==> src/design/cvw_pkg.sv <==
`timescale 1ns / 1ps

package cvw_pkg;

    localparam int MAX_KERNEL    = 7;
    localparam int MAX_LINE      = 1024;
    localparam int MAX_HEIGHT    = 1024;
    localparam int SAMPLE_BITS   = 16;
    localparam int LINE_ROWS     = MAX_KERNEL - 1;
    localparam int LINE_BITS     = LINE_ROWS * SAMPLE_BITS;
    localparam int COL_BITS      = $clog2(MAX_LINE);
    localparam int ROW_BITS      = 10;
    localparam int DIM_BITS      = 11;
    localparam int KSIZE_BITS    = 3;
    localparam int PROD_BITS     = 2 * SAMPLE_BITS;
    localparam int ROW_SUM_BITS  = PROD_BITS + 3;
    localparam int TOT_BITS      = ROW_SUM_BITS + 3;
    localparam int SUM_BITS      = 37;
    localparam int IN_DATA_BITS  = 40;
    localparam int OUT_DATA_BITS = 64;
    localparam int OUT_USED_BITS = SUM_BITS + 2 * ROW_BITS;
    localparam int CFG_ADDR_BITS = 2;
    localparam int CFG_DATA_BITS = 11;
    localparam int FIFO_DEPTH    = 8;
    localparam int FIFO_AW       = $clog2(FIFO_DEPTH);

    localparam logic [CFG_ADDR_BITS-1:0] REG_IMAGE_WIDTH   = 2'd0;
    localparam logic [CFG_ADDR_BITS-1:0] REG_IMAGE_HEIGHT  = 2'd1;
    localparam logic [CFG_ADDR_BITS-1:0] REG_KERNEL_HEIGHT = 2'd2;
    localparam logic [CFG_ADDR_BITS-1:0] REG_KERNEL_WIDTH  = 2'd3;

    localparam logic OP_PIXEL = 1'b0;
    localparam logic OP_COEF  = 1'b1;

    typedef logic signed [SAMPLE_BITS-1:0]  sample_t;
    typedef logic signed [PROD_BITS-1:0]    prod_t;
    typedef logic signed [ROW_SUM_BITS-1:0] row_sum_t;
    typedef logic signed [TOT_BITS-1:0]     tot_t;
    typedef sample_t grid_t [MAX_KERNEL][MAX_KERNEL];

    typedef struct packed {
        logic [ROW_BITS-1:0] row;
        logic [COL_BITS-1:0] col;
        logic                last;
    } meta_t;

    typedef struct packed {
        logic signed [SUM_BITS-1:0] sum;
        meta_t                      meta;
    } result_t;

endpackage

==> src/design/cvw_out_fifo.sv <==
`timescale 1ns / 1ps

module cvw_out_fifo (
    input  logic                         clk,
    input  logic                         rst_n,
    input  logic                         push,
    input  cvw_pkg::result_t             push_item,
    input  logic                         pop,
    output logic                         not_empty,
    output cvw_pkg::result_t             head,
    output logic [cvw_pkg::FIFO_AW:0]    count
);

    cvw_pkg::result_t              entry [cvw_pkg::FIFO_DEPTH];
    logic [cvw_pkg::FIFO_AW-1:0]   wr_ptr_reg;
    logic [cvw_pkg::FIFO_AW-1:0]   rd_ptr_reg;
    logic [cvw_pkg::FIFO_AW:0]     count_reg;
    logic                          do_pop;

    assign do_pop    = pop && (count_reg != '0);
    assign not_empty = (count_reg != '0);
    assign head      = entry[rd_ptr_reg];
    assign count     = count_reg;

    always_ff @(posedge clk or negedge rst_n)
    begin
        if (!rst_n)
        begin
            wr_ptr_reg <= '0;
            rd_ptr_reg <= '0;
            count_reg  <= '0;
        end
        else
        begin
            if (push)
            begin
                wr_ptr_reg <= wr_ptr_reg + 1'b1;
            end
            if (do_pop)
            begin
                rd_ptr_reg <= rd_ptr_reg + 1'b1;
            end
            if (push && !do_pop)
            begin
                count_reg <= count_reg + 1'b1;
            end
            else if (!push && do_pop)
            begin
                count_reg <= count_reg - 1'b1;
            end
        end
    end

    always_ff @(posedge clk)
    begin
        if (push)
        begin
            entry[wr_ptr_reg] <= push_item;
        end
    end

endmodule

==> config.mk <==
export PLATFORM = sky130hd
export DESIGN_NAME = cvw_out_fifo
export DESIGN_NICKNAME = d
export VERILOG_FILES = /design/src/design/cvw_pkg.sv /design/src/design/cvw_out_fifo.sv
export SDC_FILE = /design/constraint.sdc
export NUM_CORES = 1
export LEC_CHECK = 0
export BUFFER_PORTS_ARGS = -buffer_cell sky130_fd_sc_hd__buf_2
export CAP_MARGIN = 20
export CELL_PAD_IN_SITES_DETAIL_PLACEMENT = 1
export CELL_PAD_IN_SITES_GLOBAL_PLACEMENT = 2
export CORE_AREA = 2 2 189 191
export DETAILED_ROUTE_END_ITERATION = 6
export DIE_AREA = 0 0 191 193
export PLACE_DENSITY = 0.86
export SYNTH_ARGS = -nofsm -noshare
export SYNTH_HDL_FRONTEND = slang
export SYNTH_SLANG_ARGS = --single-unit
export TNS_END_PERCENT = 30
==> constraint.sdc <==
create_clock -name clk -period 12 [get_ports clk]
set_input_delay 0 -clock clk [delete_from_list [all_inputs] [get_ports clk]]
set_output_delay 0 -clock clk [all_outputs]
set_load 0.01 [all_outputs]
==> results_dict.tcl <==
set metrics [dict create \
    min_path_type "input port to flop" \
    die-area_mm2 0.03686 \
    hold_viol_final 0 \
    worst_pin_slew_ns 1.091 \
    drc 0 \
    synth_edf_count 464 \
    fillCellCount 2900 \
    cp_data_required_time_ns 12.00 \
    largest_reg_flops 464 \
    grt_max_degree 69 \
    tritoncts "yes" \
    h-tree-depth 2 \
    fin_ws_ns 7.866 \
    netlist_instances 730 \
    regToRegSetupSlack_ns 9.10 \
    drive_gt1_share_pct 39.37 \
    min_period_over_period_pct 34.45 \
    syn-mean-instance-area_um2 24.64 \
    hold_end "entry[4][54]" \
    reg2reg_depth 8 \
    finalNetCount 1014 \
    yosys.area.top_type "edfxtp_1" \
    fmax_mhz 241.9 \
    path_buf_inv 3 \
    wire_per_inst_um 25.47 \
    maxSlewHeadroom_pct 27.28 \
    top_layer "met5" \
    worstReg2RegEnd "count[3]" \
    grt_usage_pct 20.69 \
    instances_no_fill 1445 \
    hpwlAfterDp_um 19720 \
    synth.distinct_cells 27 \
    synthTopCellsByArea "edfxtp_1, mux4_2, mux2_2" \
    cts_buffer_depth 3 \
    grt_pass1_vias 9114 \
    io_buffer_count 124 \
    avgViaCountPerCell 5.683 \
    max-cap-violations 0 \
    timing.rr.start "count[0]" \
    initial_core_util_pct 51.44 \
    crit_slowest_cell "dfrtp_4" \
    drtPass1Iterations 4 \
    grt_pass1_wl_um 56140 \
    cellPowerDensity_mw_per_mm2 238.8 \
    critPathMaxFanout 45 \
    clk_transition_reported_paths_ns 0.06 \
    rsz0062_at_grt "false" \
    synth_seq_area_share_pct 78.85 \
    arrival_ns 4.13 \
    hold_start "push_item[54]" \
    io_pins 125 \
    ys.flop_type "edfxtp_1" \
    core-area_mm2 0.03496 \
    async_flop_share_pct 2.110 \
    crit_path_start_kind "flop" \
    worst_hold_slack_ns 0.2572 \
    cp_cell_sequence "buf_4, buf_4, mux4_2, mux2_2, buf_2" \
    hold_depth 2 \
    crit_family "buffers and inverters" \
    area_growth_syn_to_layout_pct 18.00 \
    tns_ns 0 \
    cts-buffers-inserted 48 \
    antenna_left 0 \
    met2_length_um 18250 \
    crit_path_end_kind "primary output" \
    met1Wirelength_um 15540 \
    place_ws_ns 8.265 \
    slowest_delay_ns 0.93 \
    clockRootBuffer "clkbuf_16" \
    total_leakage_power_nw 6.949 \
    synth-seq-cells 474 \
    slew_viol_final 0 \
    wl_met3_um 2240 \
    vias 8212 \
    drtIter0Drc 677 \
    antenna_found_initial 2 \
    synth_nets 798 \
    setup_viol 0 \
    synth.most_common_cell "edfxtp_1" \
    timing.setup.critical_path_class "flop to primary output" \
    placementRows 69 \
    cts.repair.resized 0 \
    routed_wl_um 36810 \
    syn-cell-area_mm2 0.01799 \
    yosysTopAreaCellShare_pct 77.46 \
    gr-total-overflow 0 \
    die_height_um 193 \
    crit_path_frequent_cell "buf_4" \
    dp.cells 1295 \
    die_x_um 191 \
    gp_routability_congestion 0.7111 \
    fin_skew_ns 0.02058 \
    cts.sinks 474 \
    synth_warnings 0 \
    outcome "finished clean" \
    final.min_clock_period_ns 4.134 \
    clock_latency_ns 0.56 \
    ir_worst_vdd_v 0.0001655 \
    synthTopCellsByCount "edfxtp_1, mux4_2, mux2_2" \
]
layer usage:
metal,up-vias,GRT usage (%)
met2,223,34.24
met1,4378,28.63
met5,-,0
li1,3549,-
met4,2,5.695
met3,60,3.928
stage by stage:
stage               util (%)  instance area (um2)  power, mW
global placement       54.81                19160      3.694
floorplan                  -                17990      3.252
detailed placement     54.81                19160      3.736
CTS                    60.69                21220      5.138
global route           60.70                21220      5.310
finish                 60.70                21220      5.069
logic make-up (layout without fill, tap and decap cells):
family,Yosys count,in the layout,synth area share [%]
flip-flops,474,474,78.85
AO/OA/AOI/OAI,6,6,0.2295
XOR/XNOR,6,6,0.2922
multiplexers,178,178,18.40
adder cells (fa/ha/maj),6,6,0.4591
buffers and inverters,35,288,1.085
AND/OR/NAND/NOR,25,25,0.6816
other,0,1,0
how the worst max path moves through the flow:
stage / from / end / slack (ns) / cells after the start
4_1_cts: rd_ptr_reg[0] / head[20] / 7.67 / 5
5_1_grt: rd_ptr_reg[0] / head[37] / 7.46 / 5
6_report: rd_ptr_reg[0] / head[19] / 7.87 / 5
3_5_place_dp: rd_ptr_reg[0] / head[20] / 8.27 / 5
3_3_place_gp: rd_ptr_reg[0] / head[20] / 8.32 / 5
2_1_floorplan: wr_ptr_reg[1] / entry[0][0] / 6.93 / 2
timing repair:
action | 4_1_cts | 5_1_grt
buffers inserted | 0 | 0
setup endpoints to repair | 0 | 0
endpoints found under the hold margin | 480 | 0
hold buffers | 62 | 0
cell type report:
class | instances | area [um2] | area share (%)
inverter | 1 | 3.754 | 0.01769
tap | 461 | 576.8 | 2.718
sequential | 474 | 14190 | 66.88
timing repair buffer | 200 | 1346 | 6.343
clock inverter | 24 | 157.7 | 0.7428
antenna | 1 | 2.502 | 0.01179
multi-input combinational | 221 | 3664 | 17.26
clock buffer | 63 | 1279 | 6.025
layout by cell type, fill, tap and decap left out, drive strengths merged, types with 2 or more instances in the layout:
cell type	Yosys	final
edfxtp	464	464
buf	20	138
mux4	116	116
clkbuf	14	63
dlygate4sd3	0	62
mux2	61	61
clkinv	0	21
dfrtp	10	10
nand2	6	6
nor2	6	6
xnor2	5	5
ha	5	5
nand2b	3	3
nand3	3	3
nor3	3	3
or4	2	2
a21oi	2	2
o211ai	2	2
bufinv	0	2
power by group:
| part | switching [mW] | internal, mW | leakage (nW) |
|---|---|---|---|
| logic | 0.680 | 0.732 | 1.92 |
| clock network | 0.590 | 0.789 | 0.703 |
| registers | 0.195 | 2.08 | 4.33 |
No activity file was read; power rests on OpenSTA's default activity.
